### config.mk
export PLATFORM = sky130hd
export DESIGN_NAME = yuv_to_rgba_color_convert
export DESIGN_NICKNAME = d
export VERILOG_FILES = /design/src/hdl/yuv2rgb_pkg.sv /design/src/hdl/yuv_to_rgba_color_convert.sv /design/src/hdl/yuv2rgb_csr.sv /design/src/hdl/yuv2rgb_mul.sv /design/src/hdl/yuv2rgb_sat.sv
export SDC_FILE = /design/constraint.sdc
export NUM_CORES = 1
export LEC_CHECK = 0
export BUFFER_PORTS_ARGS = -buffer_cell sky130_fd_sc_hd__buf_2
export CORE_ASPECT_RATIO = 0.6
export CORE_MARGIN = 4
export CORE_UTILIZATION = 57
export DETAILED_ROUTE_END_ITERATION = 7
export PLACE_DENSITY = 0.77
export REMOVE_ABC_BUFFERS = 1
export SYNTH_ARGS = -nofsm -noshare
export SYNTH_HDL_FRONTEND = slang
export SYNTH_SLANG_ARGS = --single-unit
### constraint.sdc
create_clock -name clock -period 5.4 [get_ports clock]
set_input_delay 0.54 -clock clock [delete_from_list [all_inputs] [get_ports clock]]
set_output_delay 0.54 -clock clock [all_outputs]
set_load 0.1 [all_outputs]
### src/hdl/yuv2rgb_pkg.sv
package yuv2rgb_pkg;

   localparam int PIX_W   = 8;
   localparam int COEF_W  = 11;
   localparam int YOFF_W  = PIX_W + 1;
   localparam int PROD_W  = 20;
   localparam int CSR_W   = 1;
   localparam int CSR_IDX_W = 1;
   localparam int RND_SHIFT = 8;
   localparam int CHAN_W  = PROD_W - RND_SHIFT;

   localparam logic [PIX_W-1:0]  CHROMA_ZERO = 8'd128;
   localparam logic [PIX_W-1:0]  ALPHA_OPAQUE = 8'hFF;
   localparam logic [PIX_W-1:0]  CHAN_MAX = 8'hFF;
   localparam logic signed [PROD_W-1:0] RND_BIAS = 20'sd128;

   typedef enum logic [CSR_IDX_W-1:0] {
      CSR_FULL_SWING = 1'b0,
      CSR_MATRIX_709 = 1'b1
   } csr_index_type;

   typedef struct packed {
      logic signed [COEF_W-1:0] ys;
      logic [PIX_W-1:0]         ysub;
      logic signed [COEF_W-1:0] kr;
      logic signed [COEF_W-1:0] kgu;
      logic signed [COEF_W-1:0] kgv;
      logic signed [COEF_W-1:0] kb;
   } coef_type;

   typedef struct packed {
      logic signed [PROD_W-1:0] y;
      logic signed [PROD_W-1:0] r;
      logic signed [PROD_W-1:0] gu;
      logic signed [PROD_W-1:0] gv;
      logic signed [PROD_W-1:0] b;
   } prod_type;

   function automatic coef_type coef_lookup(input logic full_swing, input logic matrix_709);
      coef_type c;
      case ({full_swing, matrix_709})
         2'b00: c = '{11'sd298, 8'd16, 11'sd409, -11'sd100, -11'sd208, 11'sd516};
         2'b01: c = '{11'sd298, 8'd16, 11'sd459, -11'sd55,  -11'sd136, 11'sd541};
         2'b10: c = '{11'sd256, 8'd0,  11'sd359, -11'sd88,  -11'sd183, 11'sd454};
         default: c = '{11'sd256, 8'd0, 11'sd403, -11'sd48, -11'sd120, 11'sd475};
      endcase
      return c;
   endfunction

endpackage

### src/hdl/yuv_to_rgba_color_convert.sv
// YCbCr to RGBA pixel converter. One pixel per clock is accepted while req_ready is
// high; its RGBA beat passes offset removal, multiply, channel sum, then round, shift
// and clamp, each in its own register stage with per-stage valid, so a stalled output
// only back-pressures as far as the first empty stage. csr index 0 is full_swing (reset
// 0, limited range), index 1 is matrix_709 (reset 1); write them only while no beat is
// in flight. Alpha is always 0xFF.
module yuv_to_rgba_color_convert (
   input  logic                             clock,
   input  logic                             reset,
   input  logic                             csr_we,
   input  logic [yuv2rgb_pkg::CSR_IDX_W-1:0] csr_index,
   input  logic [yuv2rgb_pkg::CSR_W-1:0]    csr_data,
   input  logic                             req_valid,
   output logic                             req_ready,
   input  logic [yuv2rgb_pkg::PIX_W-1:0]    req_luma,
   input  logic [yuv2rgb_pkg::PIX_W-1:0]    req_chroma_blue,
   input  logic [yuv2rgb_pkg::PIX_W-1:0]    req_chroma_red,
   output logic                             rsp_valid,
   input  logic                             rsp_ready,
   output logic [yuv2rgb_pkg::PIX_W-1:0]    rsp_red,
   output logic [yuv2rgb_pkg::PIX_W-1:0]    rsp_green,
   output logic [yuv2rgb_pkg::PIX_W-1:0]    rsp_blue,
   output logic [yuv2rgb_pkg::PIX_W-1:0]    rsp_alpha
);
   import yuv2rgb_pkg::*;

   coef_type coef;
   prod_type prod;
   logic     mid_valid;
   logic     mid_ready;

   yuv2rgb_csr u_csr (
      .clock     (clock),
      .reset     (reset),
      .csr_we    (csr_we),
      .csr_index (csr_index),
      .csr_data  (csr_data),
      .coef      (coef)
   );

   yuv2rgb_mul u_mul (
      .clock       (clock),
      .reset       (reset),
      .coef        (coef),
      .in_valid    (req_valid),
      .in_ready    (req_ready),
      .luma        (req_luma),
      .chroma_blue (req_chroma_blue),
      .chroma_red  (req_chroma_red),
      .out_valid   (mid_valid),
      .out_ready   (mid_ready),
      .prod        (prod)
   );

   yuv2rgb_sat u_sat (
      .clock     (clock),
      .reset     (reset),
      .in_valid  (mid_valid),
      .in_ready  (mid_ready),
      .prod      (prod),
      .out_valid (rsp_valid),
      .out_ready (rsp_ready),
      .red       (rsp_red),
      .green     (rsp_green),
      .blue      (rsp_blue)
   );

   assign rsp_alpha = ALPHA_OPAQUE;

   // pipeline is empty after reset
   assert property (@(posedge clock) reset |=> !rsp_valid)
      else $error("result valid after reset");

   // input back-pressure only when every stage is full and the output stalls
   assert property (@(posedge clock) disable iff (reset)
      !req_ready |-> (rsp_valid && !rsp_ready && mid_valid && !mid_ready))
      else $error("req_ready low with a free stage");

   // a stalled beat between the halves is not dropped
   assert property (@(posedge clock) disable iff (reset)
      (mid_valid && !mid_ready) |=> mid_valid)
      else $error("mid beat lost under stall");

endmodule

### src/hdl/yuv2rgb_csr.sv
module yuv2rgb_csr (
   input  logic                             clock,
   input  logic                             reset,
   input  logic                             csr_we,
   input  logic [yuv2rgb_pkg::CSR_IDX_W-1:0] csr_index,
   input  logic [yuv2rgb_pkg::CSR_W-1:0]    csr_data,
   output yuv2rgb_pkg::coef_type            coef
);
   import yuv2rgb_pkg::*;

   logic full_swing_ff, full_swing_in;
   logic matrix_709_ff, matrix_709_in;

   always_comb begin
      full_swing_in = full_swing_ff;
      matrix_709_in = matrix_709_ff;
      if (csr_we) begin
         case (csr_index_type'(csr_index))
            CSR_FULL_SWING: full_swing_in = csr_data[0];
            CSR_MATRIX_709: matrix_709_in = csr_data[0];
            default: ;
         endcase
      end
   end

   always_ff @(posedge clock) begin
      if (reset) begin
         full_swing_ff <= 1'b0;
         matrix_709_ff <= 1'b1;
      end else begin
         full_swing_ff <= full_swing_in;
         matrix_709_ff <= matrix_709_in;
      end
   end

   assign coef = coef_lookup(full_swing_ff, matrix_709_ff);

endmodule

### src/hdl/yuv2rgb_mul.sv
module yuv2rgb_mul (
   input  logic                         clock,
   input  logic                         reset,
   input  yuv2rgb_pkg::coef_type        coef,
   input  logic                         in_valid,
   output logic                         in_ready,
   input  logic [yuv2rgb_pkg::PIX_W-1:0] luma,
   input  logic [yuv2rgb_pkg::PIX_W-1:0] chroma_blue,
   input  logic [yuv2rgb_pkg::PIX_W-1:0] chroma_red,
   output logic                         out_valid,
   input  logic                         out_ready,
   output yuv2rgb_pkg::prod_type        prod
);
   import yuv2rgb_pkg::*;

   // stage 1: offsets removed, coefficients latched
   logic                      s1_valid_ff;
   logic signed [YOFF_W-1:0]  yoff_ff, yoff_in;
   logic signed [PIX_W-1:0]   d_ff, d_in;
   logic signed [PIX_W-1:0]   e_ff, e_in;
   coef_type                  coef_ff;
   logic                      s1_ready;

   // stage 2: products
   logic                      s2_valid_ff;
   prod_type                  prod_ff, prod_in;
   logic                      s2_ready;

   assign s2_ready = !s2_valid_ff || out_ready;
   assign s1_ready = !s1_valid_ff || s2_ready;
   assign in_ready = s1_ready;

   always_comb begin
      yoff_in = $signed({1'b0, luma}) - $signed({1'b0, coef.ysub});
      d_in    = $signed(chroma_blue - CHROMA_ZERO);
      e_in    = $signed(chroma_red - CHROMA_ZERO);
   end

   always_comb begin
      prod_in.y  = PROD_W'(yoff_ff) * PROD_W'(coef_ff.ys);
      prod_in.r  = PROD_W'(e_ff) * PROD_W'(coef_ff.kr);
      prod_in.gu = PROD_W'(d_ff) * PROD_W'(coef_ff.kgu);
      prod_in.gv = PROD_W'(e_ff) * PROD_W'(coef_ff.kgv);
      prod_in.b  = PROD_W'(d_ff) * PROD_W'(coef_ff.kb);
   end

   always_ff @(posedge clock) begin
      if (reset) begin
         s1_valid_ff <= 1'b0;
         s2_valid_ff <= 1'b0;
      end else begin
         if (s1_ready) s1_valid_ff <= in_valid;
         if (s2_ready) s2_valid_ff <= s1_valid_ff;
      end
   end

   always_ff @(posedge clock) begin
      if (in_valid && s1_ready) begin
         yoff_ff <= yoff_in;
         d_ff    <= d_in;
         e_ff    <= e_in;
         coef_ff <= coef;
      end
      if (s1_valid_ff && s2_ready) begin
         prod_ff <= prod_in;
      end
   end

   assign out_valid = s2_valid_ff;
   assign prod      = prod_ff;

endmodule

### src/hdl/yuv2rgb_sat.sv
module yuv2rgb_sat (
   input  logic                          clock,
   input  logic                          reset,
   input  logic                          in_valid,
   output logic                          in_ready,
   input  yuv2rgb_pkg::prod_type         prod,
   output logic                          out_valid,
   input  logic                          out_ready,
   output logic [yuv2rgb_pkg::PIX_W-1:0] red,
   output logic [yuv2rgb_pkg::PIX_W-1:0] green,
   output logic [yuv2rgb_pkg::PIX_W-1:0] blue
);
   import yuv2rgb_pkg::*;

   function automatic logic [PIX_W-1:0] finish(input logic signed [PROD_W-1:0] sum);
      logic signed [PROD_W-1:0] biased;
      logic signed [CHAN_W-1:0] shifted;
      biased  = sum + RND_BIAS;
      shifted = CHAN_W'(biased >>> RND_SHIFT);
      if (shifted < 0)
         return '0;
      else if (shifted > $signed({{(CHAN_W-PIX_W){1'b0}}, CHAN_MAX}))
         return CHAN_MAX;
      else
         return shifted[PIX_W-1:0];
   endfunction

   // stage 3: channel sums
   logic                     s3_valid_ff;
   logic signed [PROD_W-1:0] sum_r_ff, sum_r_in;
   logic signed [PROD_W-1:0] sum_g_ff, sum_g_in;
   logic signed [PROD_W-1:0] sum_b_ff, sum_b_in;
   logic                     s3_ready;

   // stage 4: rounded, clamped beat
   logic                     s4_valid_ff;
   logic [PIX_W-1:0]         red_ff, green_ff, blue_ff;
   logic                     s4_ready;

   assign s4_ready = !s4_valid_ff || out_ready;
   assign s3_ready = !s3_valid_ff || s4_ready;
   assign in_ready = s3_ready;

   always_comb begin
      sum_r_in = prod.y + prod.r;
      sum_g_in = prod.y + prod.gu + prod.gv;
      sum_b_in = prod.y + prod.b;
   end

   always_ff @(posedge clock) begin
      if (reset) begin
         s3_valid_ff <= 1'b0;
         s4_valid_ff <= 1'b0;
      end else begin
         if (s3_ready) s3_valid_ff <= in_valid;
         if (s4_ready) s4_valid_ff <= s3_valid_ff;
      end
   end

   always_ff @(posedge clock) begin
      if (in_valid && s3_ready) begin
         sum_r_ff <= sum_r_in;
         sum_g_ff <= sum_g_in;
         sum_b_ff <= sum_b_in;
      end
      if (s3_valid_ff && s4_ready) begin
         red_ff   <= finish(sum_r_ff);
         green_ff <= finish(sum_g_ff);
         blue_ff  <= finish(sum_b_ff);
      end
   end

   assign out_valid = s4_valid_ff;
   assign red       = red_ff;
   assign green     = green_ff;
   assign blue      = blue_ff;

endmodule

# --- Yosys cells after proc, flatten, opt, wreduce, memory -nomap -nowiden ---
# Cells that the tools add are included.
totals:
  register_bits: 268
  inputBits: 31
  output_inout_bits: 34
  elab_cells: 68
classes:
  add_sub_neg: 10
  mul: 5
  n_lt_le_gt_ge: 6
  eq_ne: 2
  mux: 4
  bitwise_logic: 1
  reduce_logical: 15
ops:
  columns: ["op", "n"]
  rows:
  - ["case mux 58 bit (3 select lines)", 1]
  - ["adder 20 bit", 4]
  - ["multiplier 8 x 11 -> 19 bit", 4]
  - ["adder 20 x 9 -> 20 bit, second input constant", 3]
  - ["greater-than comparator 12 x 9 -> 1 bit, second input constant", 3]
  - ["less-than comparator 12 x 1 -> 1 bit, second input constant", 3]
  - ["two-way mux 8 bit", 3]
  - ["multiplier 9 x 10 -> 19 bit", 1]
  - ["subtractor 8 bit, second input constant", 2]
  - ["subtractor 8 x 8 -> 9 bit", 1]
  - ["logical AND 1 bit", 4]
  - ["logical NOT 1 bit", 4]
  - ["logical OR 1 bit", 4]
  - ["AND reduction 2 bit", 2]
  - ["== test 2 x 1 -> 1 bit, second input constant", 1]
  - ["== test 2 bit, second input constant", 1]
  - ["logical NOT 2 bit", 1]
  - ["NOT 1 bit", 1]

# --- Depth between registers and ports, before layout ---
# Gate-level depths: netlist (run 1).
logic_depth:
  word_depth: 6
  mapped_depth: 20
  mapped_depth_nobuf: 19

# --- Hierarchy ---
# Synthesis (run 1) repeated with hierarchy kept, for this count alone.
hier_totals:
  cells_unflattened: 2735
  area_unflattened_um2: 28232.1
by_module_without_submodules:
  columns: ["module", "n_inst", "cells_each", "area_each_um2", "seq_area_each_um2"]
  rows:
  - ["yuv2rgb_mul", 1, 2148, 22384.0, 5325.1]
  - ["yuv2rgb_sat", 1, 502, 5182.5, 1931.9]
  - ["yuv2rgb_csr", 1, 76, 601.8, 40.0]
  - ["yuv_to_rgba_color_convert", 1, 9, 63.8, 0.0]

# --- Worst setup path after synthesis (run 1) ---
# OpenSTA, ideal clock, no wires.
synth_path:
  path_type: "flip-flop to flip-flop"
  startpoint: "register u_sat.s4_valid_ff (netlist: u_sat.out_valid)"
  endpoint: "register u_mul.prod_ff, in the netlist u_mul.prod[10] (enable)"
  setup_ps: 554
  arrival_time_ps: 5257
  t_required_ps: 4846
  setup_slack_ps: -411
  stages_incl_launch_ff: 4
  n_path_buf: 0
  period_less_slack_ps: 5811
  path_cell_list: "dfxtp_1 > nor2b_1 > and3_1 > nor2b_1"
synth_between:
  elab_chain_len: 5
synth_rtl:
  columns: ["item", "line", "rtl"]
  rows:
  - ["from (decl)", "yuv2rgb_sat.sv:36", "logic s4_valid_ff;"]
  - ["from (signal assigned)", "yuv2rgb_sat.sv:56", "if (s4_ready) s4_valid_ff <= s3_valid_ff;"]
  - ["logical NOT 1 bit", "yuv2rgb_sat.sv:40", "assign s4_ready = !s4_valid_ff || out_ready;"]
  - ["logical OR 1 bit", "yuv2rgb_sat.sv:40", null]
  - ["logical OR 1 bit", "yuv2rgb_sat.sv:41", "assign s3_ready = !s3_valid_ff || s4_ready;"]
  - ["logical OR 1 bit", "yuv2rgb_mul.sv:29", "assign s2_ready = !s2_valid_ff || out_ready;"]
  - ["logical AND 1 bit", "yuv2rgb_mul.sv:64", "if (s1_valid_ff && s2_ready) begin"]
  - ["to (signal assigned)", "yuv2rgb_mul.sv:65", "prod_ff <= prod_in;"]
  - ["to (decl)", "yuv2rgb_mul.sv:26", "prod_type prod_ff, prod_in;"]
# No other way between the ends.
# A chain may end at the register's enable or synchronous reset.

==> results.py, run 1 <==
metrics = {
    "hold_path": {
        "whs_endpoint": "u_mul.e_ff[6]$_DFFE_PP_",
        "worstHoldPathCells": 1,
        "hold_path.startpoint": "req_chroma_red[6]",
        "min_path_type": "primary input to flop",
    },
    "finish": {
        "area_growth_syn_to_layout_pct": 8.66,
        "final_util_pct": 63.4,
        "drive_above_1_share_pct": 7.49,
        "antenna_cells": 0,
        "final_area_sq_um": 21500,
        "layout.nets": 2465,
        "fillCellCount": 2711,
    },
    "critical_path": {
        "start_kind": "flop",
        "path_cells": "buf_12, and2_1, inv_2, fa_1, fa_1, inv_1, fa_1, inv_1, fa_1, inv_1, ha_1, o21a_1, o31a_1, or4_4, a41o_1, o41ai_4, nor2_1, a311o_1",
        "cp-end-kind": "flop",
        "crit_arrival_ps": 5410,
        "cp_data_required_time_ps": 5610,
        "crit_type": "flop to flop",
        "worst_path_most_repeated_cell": "fa_1",
        "cp_top_family": "adder cells",
        "r2r-end": "u_mul.prod[78]$_DFFE_PP_",
        "slowest_stage": "fa_1",
        "critPathBufInv": 5,
        "crit_fanout": 16,
        "ff2ff_path_depth": 18,
        "r2r_slack_ps": 200,
        "cpPeakStageDelay_ps": 540,
        "r2r-start": "u_mul.coef_ff[16]$_DFFE_PP_",
    },
    "clock_network": {
        "cts_root_buf": "clkbuf_16",
        "cts_tree": "yes",
        "clk_pin_slew_ps": 80,
        "clock_latency_ps": 460,
        "cts.hold.buffers_added": 0,
        "cts_sinks": 198,
        "cts_buffers": 17,
        "htree_levels": 4,
        "clock_path_buffers": 2,
    },
    "power": {
        "p_int_mw": 7.36,
        "peakVddDrop_v": 0.000476,
        "clockPowerShare_pct": 9.2,
        "power.share.sequential_pct": 21.4,
        "p_comb_share_pct": 69.3,
        "switchingPower_mw": 6.40,
        "swShare_pct": 46.5,
        "p_leak_nw": 10.3,
        "power_density_nw_per_um2": 639,
    },
    "synthesis": {
        "async_reset_ff_share_pct": 0,
        "yosysUniqueCellTypes": 62,
        "synth-edff-count": 192,
        "syn_inst": 1834,
        "synthMuxAreaShare_pct": 0.0568,
        "synth_top_family_by_area": "adder cells",
        "synth-simple-area-share_pct": 9.19,
        "syn-mean-instance-area_sq_um": 10.8,
        "yosysWarnings": 0,
        "yosys.area_share.adder_pct": 39.7,
        "synth-xor-area-share_pct": 5.13,
        "synth_ff_type": "edfxtp_1",
        "synth_area_sq_um": 19800,
        "synth_compound_area_share_pct": 8.23,
        "synth-seq-cells": 198,
        "ys_seq_area_share_pct": 29.7,
    },
    "global_route": {
        "antenna_found_initial": 0,
        "gr-total-overflow": 0,
        "grt_pass1_vias": 13400,
        "grt_pass1_wl_mm": 71.9,
        "grtUsageTotal_pct": 24.2,
        "grt_start_max_net_pins": 51,
    },
    "routing": {
        "drcViolationCount": 0,
        "vias": 13100,
        "drt_first_pass_iters": 5,
        "antenna_left": 0,
        "drt_iter0_drc": 939,
        "wl_per_cell_microns": 18.3,
        "wl_mm": 44.1,
        "via_per_inst": 5.42,
    },
    "floorplan": {
        "ios": 65,
        "core_sq_um": 34000,
        "die_area_sq_um": 37900,
        "die_x_microns": 249,
        "rows": 52,
        "initial_utilization_pct": 58.3,
        "die-height_microns": 152,
    },
    "run_status": {
        "status": "complete, no violations",
    },
    "timing": {
        "maxSlewViolCount": 0,
        "tns_ps": 0,
        "hold_viol_final": 0,
        "period_share_pct": 96.4,
        "setup_viol": 0,
        "slew_headroom_pct": 18.9,
        "tightest_slew_ps": 1210,
        "max_clock_freq_mhz": 192,
        "skew_ps": 10.9,
        "fin_crit_ps": 5200,
    },
    "job": {
        "cap_violations": 0,
    },
    "placement": {
        "place_hpwl_mm": 37.8,
        "dpl-instance-area_sq_um": 20900,
        "place_congestion": 0.932,
        "portBuffers": 56,
    },
}
==> per-stage QoR <==
step | hold slack (ps) | instances | power (mW) | setup WS (ps)
after floorplan | 444 | 1823 | 9.85 | -411
after CTS | 226 | 2401 | 13.6 | 172
after global routing | 228 | 2408 | 15.1 | -2.51
after global placement | 463 | 2369 | 11.9 | 271
final | 249 | 2408 | 13.8 | 197
after detailed placement | 491 | 2369 | 12.3 | 210
==> synthesized netlist by cell type (all sizes together) (6+ instances only) <==
cell type    n  area, sq um
nand2       76          285
o21a        22          165
nand3       23          115
a211oi       6         45.0
o21ai       31          155
fa         218         4360
o21bai      10         75.1
o31ai        6         50.1
nor2        80          300
nand4        9         56.3
and2        74          463
nor3        23          115
or2          6         37.5
xnor2       76          666
xor2        40          350
and3        14         87.6
clkbuf      10         37.5
a21o        26          195
a21oi      101          505
inv        393         1480
dfxtp        6          120
ha         280         3500
buf          8         60.1
nand2b      17          106
edfxtp     192         5770
nor2b       23          154
==> kinds of logic after synthesis <==
kind of cell | count (synthesis)
adder cells (fa/ha/maj) | 498
buffers and inverters | 411
AND/OR/NAND/NOR | 358
AO/OA/AOI/OAI | 250
flip-flops | 198
XOR/XNOR | 116
other | 2
multiplexers | 1
==> routing by layer <==
metal	routed length [microns]	global-route usage (%)
met1	21400	37.0
met3	4680	9.08
met2	17500	33.0
met4	566	4.30
met5	0	0
==> final cells by class <==
cell class | instances | area [sq um] | share of cell area (%)
multi-input combinational | 1232 | 12400 | 57.7
sequential | 198 | 5890 | 27.3
inverter | 393 | 1480 | 6.85
timing repair buffer | 94 | 578 | 2.69
tap | 459 | 574 | 2.67
clock buffer | 18 | 429 | 1.99
clock inverter | 14 | 161 | 0.750
==> power groups by stage <==
| stage | logic [mW] | registers (mW) | clock network, mW |
|---|---|---|---|
| 2_1_floorplan | 6.92 | 2.93 | 0 |
| 3_5_place_dp | 9.31 | 2.98 | 0 |
| 4_1_cts | 9.41 | 2.95 | 1.29 |
| 5_1_grt | 10.7 | 2.98 | 1.37 |
| 3_3_place_gp | 8.95 | 2.97 | 0 |
| 6_report | 9.54 | 2.95 | 1.27 |
==> sequential cells by signal (all words and copies together) (netlist names) <==
| name | count |
|---|---|
| u_mul.prod | 92 |
| u_sat.sum_b_ff | 13 |
| u_sat.sum_g_ff | 13 |
| u_sat.sum_r_ff | 13 |
| u_mul.coef_ff | 12 |
| u_mul.yoff_ff | 9 |
| u_mul.d_ff | 8 |
| u_mul.e_ff | 8 |
| u_sat.blue | 8 |
| u_sat.green | 8 |
| u_sat.red | 8 |
| u_csr.full_swing_ff | 1 |
| u_csr.matrix_709_ff | 1 |
| u_mul.out_valid | 1 |
| u_mul.s1_valid_ff | 1 |
| u_sat.out_valid | 1 |
| u_sat.s3_valid_ff | 1 |
==> cells in the final DEF (no fill, tap or decap), types with 9 or more instances in the layout <==
| cell type | Yosys | layout |
|---|---|---|
| a21o_1 | 26 | 26 |
| a21oi_1 | 101 | 99 |
| and2_1 | 74 | 74 |
| and3_1 | 14 | 14 |
| buf_2 | 0 | 56 |
| buf_4 | 8 | 37 |
| clkbuf_16 | 0 | 17 |
| conb_1 | 2 | 9 |
| edfxtp_1 | 192 | 192 |
| fa_1 | 218 | 218 |
| ha_1 | 280 | 280 |
| inv_1 | 393 | 392 |
| nand2_1 | 76 | 76 |
| nand2b_1 | 17 | 17 |
| nand3_1 | 23 | 23 |
| nand4_1 | 9 | 9 |
| nor2_1 | 80 | 80 |
| nor2b_1 | 21 | 19 |
| nor3_1 | 23 | 23 |
| o21a_1 | 22 | 22 |
| o21ai_0 | 20 | 20 |
| o21ai_1 | 11 | 11 |
| o21bai_1 | 10 | 10 |
| xnor2_1 | 76 | 76 |
| xor2_1 | 40 | 40 |
==> worst max-delay path by stage <==
stage,start,end,depth (start not counted)
6_report,u_mul.coef_ff[16]$_DFFE_PP_,u_mul.prod[78]$_DFFE_PP_,18
5_1_grt,u_mul.coef_ff[16]$_DFFE_PP_,u_mul.prod[97]$_DFFE_PP_,19
4_1_cts,u_mul.coef_ff[16]$_DFFE_PP_,u_mul.prod[78]$_DFFE_PP_,18
3_5_place_dp,u_mul.coef_ff[16]$_DFFE_PP_,u_mul.prod[78]$_DFFE_PP_,18
3_3_place_gp,u_mul.coef_ff[16]$_DFFE_PP_,u_mul.prod[97]$_DFFE_PP_,19
2_1_floorplan,u_sat.out_valid$_SDFFE_PP0P_,u_mul.prod[10]$_DFFE_PP_,3
==> worst reg2reg max path, delay by kind of cell (launching register included) <==
| kind | cells | cell delay, ps |
|---|---|---|
| buf+inv | 5 | 430 |
| compound gates | 5 | 1160 |
| flops | 1 | 420 |
| fa+ha+maj | 5 | 2240 |
| simple gates | 3 | 700 |
==> timing repair <==
item                                    in CTS  in global routing
resized for setup                            0                  3
buffers inserted                             0                  7
endpoints found under the setup margin       0                  6
Note: power is estimated with default switching activity, not from simulation.
==> run 2, diff against run 1 <==
- CORE_UTILIZATION: 57 -> 58
- PLACE_DENSITY: 0.77 -> 0.78
==> results.py, run 2 (synthesis gave the netlist of run 1 again) <==
metrics = {
    "global_route": {
        "grt_start_max_net_pins": 40,
        "antenna_found_initial": 2,
        "met3_usage_pct": 7.47,
        "grtUsageTotal_pct": 25.0,
        "grt_pass1_wl_mm": 71.4,
        "gr-usage-met2_pct": 33.6,
        "gr-total-overflow": 0,
        "met1_usage_pct": 40.1,
        "grt_pass1_vias": 13300,
        "busiest_layer": "met1",
    },
    "hold_path": {
        "min_path_type": "primary input to flop",
        "worstHoldPathCells": 1,
        "hold_path.startpoint": "req_chroma_red[0]",
        "whs_endpoint": "u_mul.e_ff[0]$_DFFE_PP_",
    },
    "critical_path": {
        "r2r_slack_ps": 150,
        "crit_arrival_ps": 5450,
        "r2r-start": "u_mul.coef_ff[16]$_DFFE_PP_",
        "crit_fanout": 10,
        "start_kind": "flop",
        "cp_data_required_time_ps": 5600,
        "ff2ff_path_depth": 18,
        "crit_type": "flop to flop",
        "cp-end-kind": "flop",
        "r2r-end": "u_mul.prod[78]$_DFFE_PP_",
    },
    "clock_network": {
        "clock_path_buffers": 2,
        "cts_root_buf": "clkbuf_16",
        "cts.hold.buffers_added": 0,
        "clock_latency_ps": 460,
        "cts_buffers": 17,
        "cts_tree": "yes",
        "htree_levels": 4,
        "clk_pin_slew_ps": 80,
        "cts_sinks": 198,
    },
    "routing": {
        "drt_iter0_drc": 990,
        "wl_mm": 44.1,
        "drt_first_pass_iters": 6,
        "wl_per_cell_microns": 18.4,
        "drcViolationCount": 0,
        "vias": 13000,
        "antenna_left": 0,
        "via_per_inst": 5.42,
    },
    "finish": {
        "final_common_cell": "inv_1",
        "drive_above_1_share_pct": 7.13,
        "final_cell_mix": "inv_1 (392), ha_1 (279), fa_1 (217)",
        "fillCellCount": 2664,
        "antenna_cells": 0,
        "area_growth_syn_to_layout_pct": 8.37,
        "layout.nets": 2452,
        "largest_register_ffs": 92,
    },
    "placement": {
        "portBuffers": 56,
        "place_hpwl_mm": 37.7,
        "place_congestion": 0.969,
    },
    "job": {
        "cap_violations": 0,
    },
    "floorplan": {
        "initial_utilization_pct": 58.8,
        "die_area_sq_um": 37300,
        "die_x_microns": 247,
        "ios": 65,
        "rows": 52,
        "die-height_microns": 151,
        "core_sq_um": 33700,
    },
    "timing": {
        "tns_ps": 0,
        "maxSlewViolCount": 0,
        "tightest_slew_ps": 1200,
        "max_clock_freq_mhz": 191,
        "setup_viol": 0,
        "skew_ps": 14.6,
        "fin_crit_ps": 5250,
        "slew_headroom_pct": 19.9,
        "period_share_pct": 97.2,
        "hold_viol_final": 0,
        "hold_slack_ps": 249,
    },
    "power": {
        "peakVddDrop_v": 0.000366,
        "power_density_nw_per_um2": 636,
        "p_leak_nw": 10.2,
    },
    "run_status": {
        "status": "complete, no violations",
    },
}
==> run 2: what timing repair did <==
item | in CTS | in global routing
buffers inserted | 0 | 5
resized for setup | 0 | 9
setup endpoints to repair | 0 | 6
==> run 2: worst max path at each step <==
stage                     slack, ps  cells past startpoint                       startpoint                        to
after floorplan                -410                      3     u_sat.out_valid$_SDFFE_PP0P_  u_mul.prod[10]$_DFFE_PP_
after CTS                        80                     19      u_mul.coef_ff[16]$_DFFE_PP_  u_mul.prod[97]$_DFFE_PP_
after detailed placement        110                     19      u_mul.coef_ff[16]$_DFFE_PP_  u_mul.prod[97]$_DFFE_PP_
after global placement          170                     19      u_mul.coef_ff[16]$_DFFE_PP_  u_mul.prod[97]$_DFFE_PP_
after global routing             -4                     17  u_mul.coef_ff[11]$_SDFFCE_PP0P_  u_mul.prod[78]$_DFFE_PP_
final                           150                     18      u_mul.coef_ff[16]$_DFFE_PP_  u_mul.prod[78]$_DFFE_PP_
==> run 2: stage by stage <==
stage	setup WS (ps)	cell area [sq um]	cells	power [mW]	util, %
4_1_cts	82.1	21400	2390	13.5	63.5
2_1_floorplan	-411	19700	1823	9.85	-
6_report	153	21500	2395	13.6	63.7
3_5_place_dp	106	20800	2358	12.2	61.7
3_3_place_gp	172	20800	2358	11.8	61.7
5_1_grt	-3.62	21500	2395	14.9	63.7
==> run 2: worst max-delay path, stage by stage, from the launching register on <==
cell,delay [ps]
edfxtp_1,440
buf_12,180
and2_4,150
inv_2,80
fa_1,450
fa_1,540
inv_1,50
fa_1,470
inv_1,50
fa_1,480
inv_1,40
ha_1,290
o21a_1,190
o31a_1,130
or4_4,430
a41o_1,240
o41ai_4,410
nor2_1,100
a311o_1,280
==> run 2: final cells by class <==
class / instances / area (sq um) / share of cell area [%]
Clock inverter: 13 / 163 / 0.758
Clock buffer: 19 / 433 / 2.02
Tap cell: 459 / 574 / 2.67
Timing Repair Buffer: 81 / 480 / 2.24
Inverter: 393 / 1480 / 6.87
Multi-Input combinational cell: 1232 / 12500 / 58.0
Sequential cell: 198 / 5890 / 27.4
==> run 2: layer usage <==
metal  wire length [microns]  share of wire [%]
met1                   22800                 52
met2                   16900                 38
met4                     390               0.88
met3                    3990                9.0
met5                       0                  0
==> run 2: power breakdown <==
group,total (mW),switching (mW),internal (mW)
registers,2.97,0.300,2.67
clock network,1.29,0.624,0.662
logic,9.39,5.36,4.03
==> run 3, diff against run 2 <==
- PLACE_DENSITY: 0.78 -> 0.88
- RECOVER_POWER: default -> 50
==> results.py, run 3 (synthesis gave the netlist of run 1 again) <==
metrics = {
    "critical_path": {
        "ff2ff_path_depth": 17,
        "path_cells": "clkbuf_1, nand2_1, inv_1, fa_1, ha_1, inv_1, fa_1, fa_1, inv_1, ha_1, nor2b_4, o31a_1, or4_4, a41o_1, o41ai_4, nor2_1, a311o_1",
        "crit_fanout": 7,
        "cpPeakStageDelay_ps": 510,
        "r2r_slack_ps": 230,
        "worstSetupEndpoint": "u_mul.prod[78]$_DFFE_PP_",
        "r2r-start": "u_mul.coef_ff[11]$_SDFFCE_PP0P_",
        "cp_data_required_time_ps": 5610,
        "slowest_stage": "fa_1",
        "cp-end-kind": "flop",
        "r2r-end": "u_mul.prod[78]$_DFFE_PP_",
        "crit_type": "flop to flop",
        "start_kind": "flop",
        "crit_arrival_ps": 5380,
        "cp-startpoint": "u_mul.coef_ff[11]$_SDFFCE_PP0P_",
    },
    "routing": {
        "wl_mm": 44.9,
        "drcViolationCount": 0,
        "via_per_inst": 5.46,
        "drt_first_pass_iters": 5,
        "antenna_left": 0,
        "drt_iter0_drc": 1079,
        "vias": 13200,
        "wl_per_cell_microns": 18.7,
    },
    "floorplan": {
        "die_x_microns": 247,
        "ios": 65,
        "initial_utilization_pct": 58.8,
        "rows": 52,
        "die-height_microns": 151,
        "die_area_sq_um": 37300,
        "core_sq_um": 33700,
    },
    "global_route": {
        "grt_start_max_net_pins": 42,
        "antenna_found_initial": 1,
        "grt_pass1_vias": 13700,
        "grt_pass1_wl_mm": 73.1,
        "gr-total-overflow": 0,
        "grtUsageTotal_pct": 25.5,
    },
    "timing": {
        "maxSlewViolCount": 130,
        "tns_ps": 0,
        "max_clock_freq_mhz": 194,
        "slew_headroom_pct": -120,
        "setup_viol": 0,
        "period_share_pct": 95.7,
        "rsz0062_at_grt": "no",
        "tightest_slew_ps": 3300,
        "fin_crit_ps": 5170,
        "hold_viol_final": 0,
        "skew_ps": 16.9,
        "hold_slack_ps": 246,
    },
    "placement": {
        "portBuffers": 56,
        "dpl-instance-area_sq_um": 20900,
        "dp_cells": 2373,
        "place_hpwl_mm": 37.6,
        "place_congestion": 0.992,
    },
    "clock_network": {
        "cts_sinks": 198,
        "cts_buffers": 17,
        "clock_latency_ps": 470,
        "htree_levels": 4,
        "cts.hold.buffers_added": 0,
        "clock_path_buffers": 2,
        "cts_root_buf": "clkbuf_16",
        "cts_tree": "yes",
        "clk_pin_slew_ps": 80,
    },
    "run_status": {
        "violations": "capacitance limit, slew limit",
        "status": "finished, violations left",
    },
    "hold_path": {
        "min_path_type": "primary input to flop",
    },
    "job": {
        "cap_violations": 4,
    },
    "finish": {
        "stdcell_count": 2409,
        "antenna_cells": 0,
        "drive_above_1_share_pct": 6.00,
        "final_common_cell": "inv_1",
        "final_util_pct": 63.8,
        "seqCellArea_sq_um": 5890,
        "final_area_sq_um": 21500,
        "multi_input_area_sq_um": 12400,
        "final_cell_mix": "inv_1 (393), ha_1 (280), fa_1 (218)",
        "fillCellCount": 2614,
        "largest_register_ffs": 92,
        "area_growth_syn_to_layout_pct": 8.54,
        "layout.nets": 2467,
    },
    "power": {
        "peakVddDrop_v": 0.000526,
        "power_density_nw_per_um2": 650,
        "p_leak_nw": 10.2,
    },
}
run 3: changes by cell type in the layout (fill, tap and decap cells not counted), moves of 2 or more:
cell      delta
nor2b_1      +2
buf_4       +14
inv_6        -2
clkbuf_1    +25
and2_1       -5
and2_0       +6
buf_2       -25
inv_8        +2
run 3: area by class of cell:
type / count / area share [%]
flip-flops and latches: 198 / 27.4
clock inverters: 14 / 0.867
well taps: 459 / 2.67
clock buffers: 17 / 1.98
inverters: 393 / 6.86
repair buffers: 96 / 2.52
multi-input cells: 1232 / 57.7
run 3: worst min-delay path by stage:
| stage | start | to | slack (ps) | cells after the start |
|---|---|---|---|---|
| floorplan | u_mul.out_valid$_SDFFE_PP0P_ | u_sat.s3_valid_ff$_SDFFE_PP0P_ | 440 | 2 |
| global placement | u_mul.out_valid$_SDFFE_PP0P_ | u_sat.s3_valid_ff$_SDFFE_PP0P_ | 460 | 2 |
| CTS | req_luma[1] | u_mul.yoff_ff[1]$_DFFE_PP_ | 220 | 1 |
| finish | req_chroma_blue[3] | u_mul.d_ff[3]$_DFFE_PP_ | 250 | 1 |
| global route | req_luma[3] | u_mul.yoff_ff[3]$_DFFE_PP_ | 230 | 1 |
| detailed placement | u_mul.out_valid$_SDFFE_PP0P_ | u_sat.s3_valid_ff$_SDFFE_PP0P_ | 490 | 2 |
run 3: critical path: cells and delay by family, from the launching register on:
family	cells	cell delay, ps
simple gates	4	820
flops	1	390
compound gates	4	1080
fa+ha+maj	5	2040
buf+inv	4	570
run 3: metal layers:
metal / routed length (microns) / GRT usage (%) / up-vias
met1: 21200 / 37.7 / 6342
met3: 4690 / 8.62 / 60
met2: 18400 / 36.7 / 512
met4: 680 / 5.72 / 0
met5: 0 / 0 / -
li1: - / - / 6241
run 3: where the power goes:
group	leakage (nW)	switching, mW	internal [mW]
combinational	8.10	5.59	4.07
clock	0.296	0.649	0.704
sequential	1.85	0.285	2.67
total	10.2	6.52	7.44
run 3: timing repair:
item                                    in CTS  in global routing
gates resized for setup                      0                  4
endpoints found under the setup margin       0                  4
setup buffers                                0                  5
hold endpoints to repair                     0                  0
run 3: stage by stage:
step	total power, mW	setup WS, ps
2_1_floorplan	9.85	-411
3_3_place_gp	11.9	269
3_5_place_dp	12.3	125
4_1_cts	13.8	76.2
5_1_grt	15.2	3.22
6_report	14.0	233
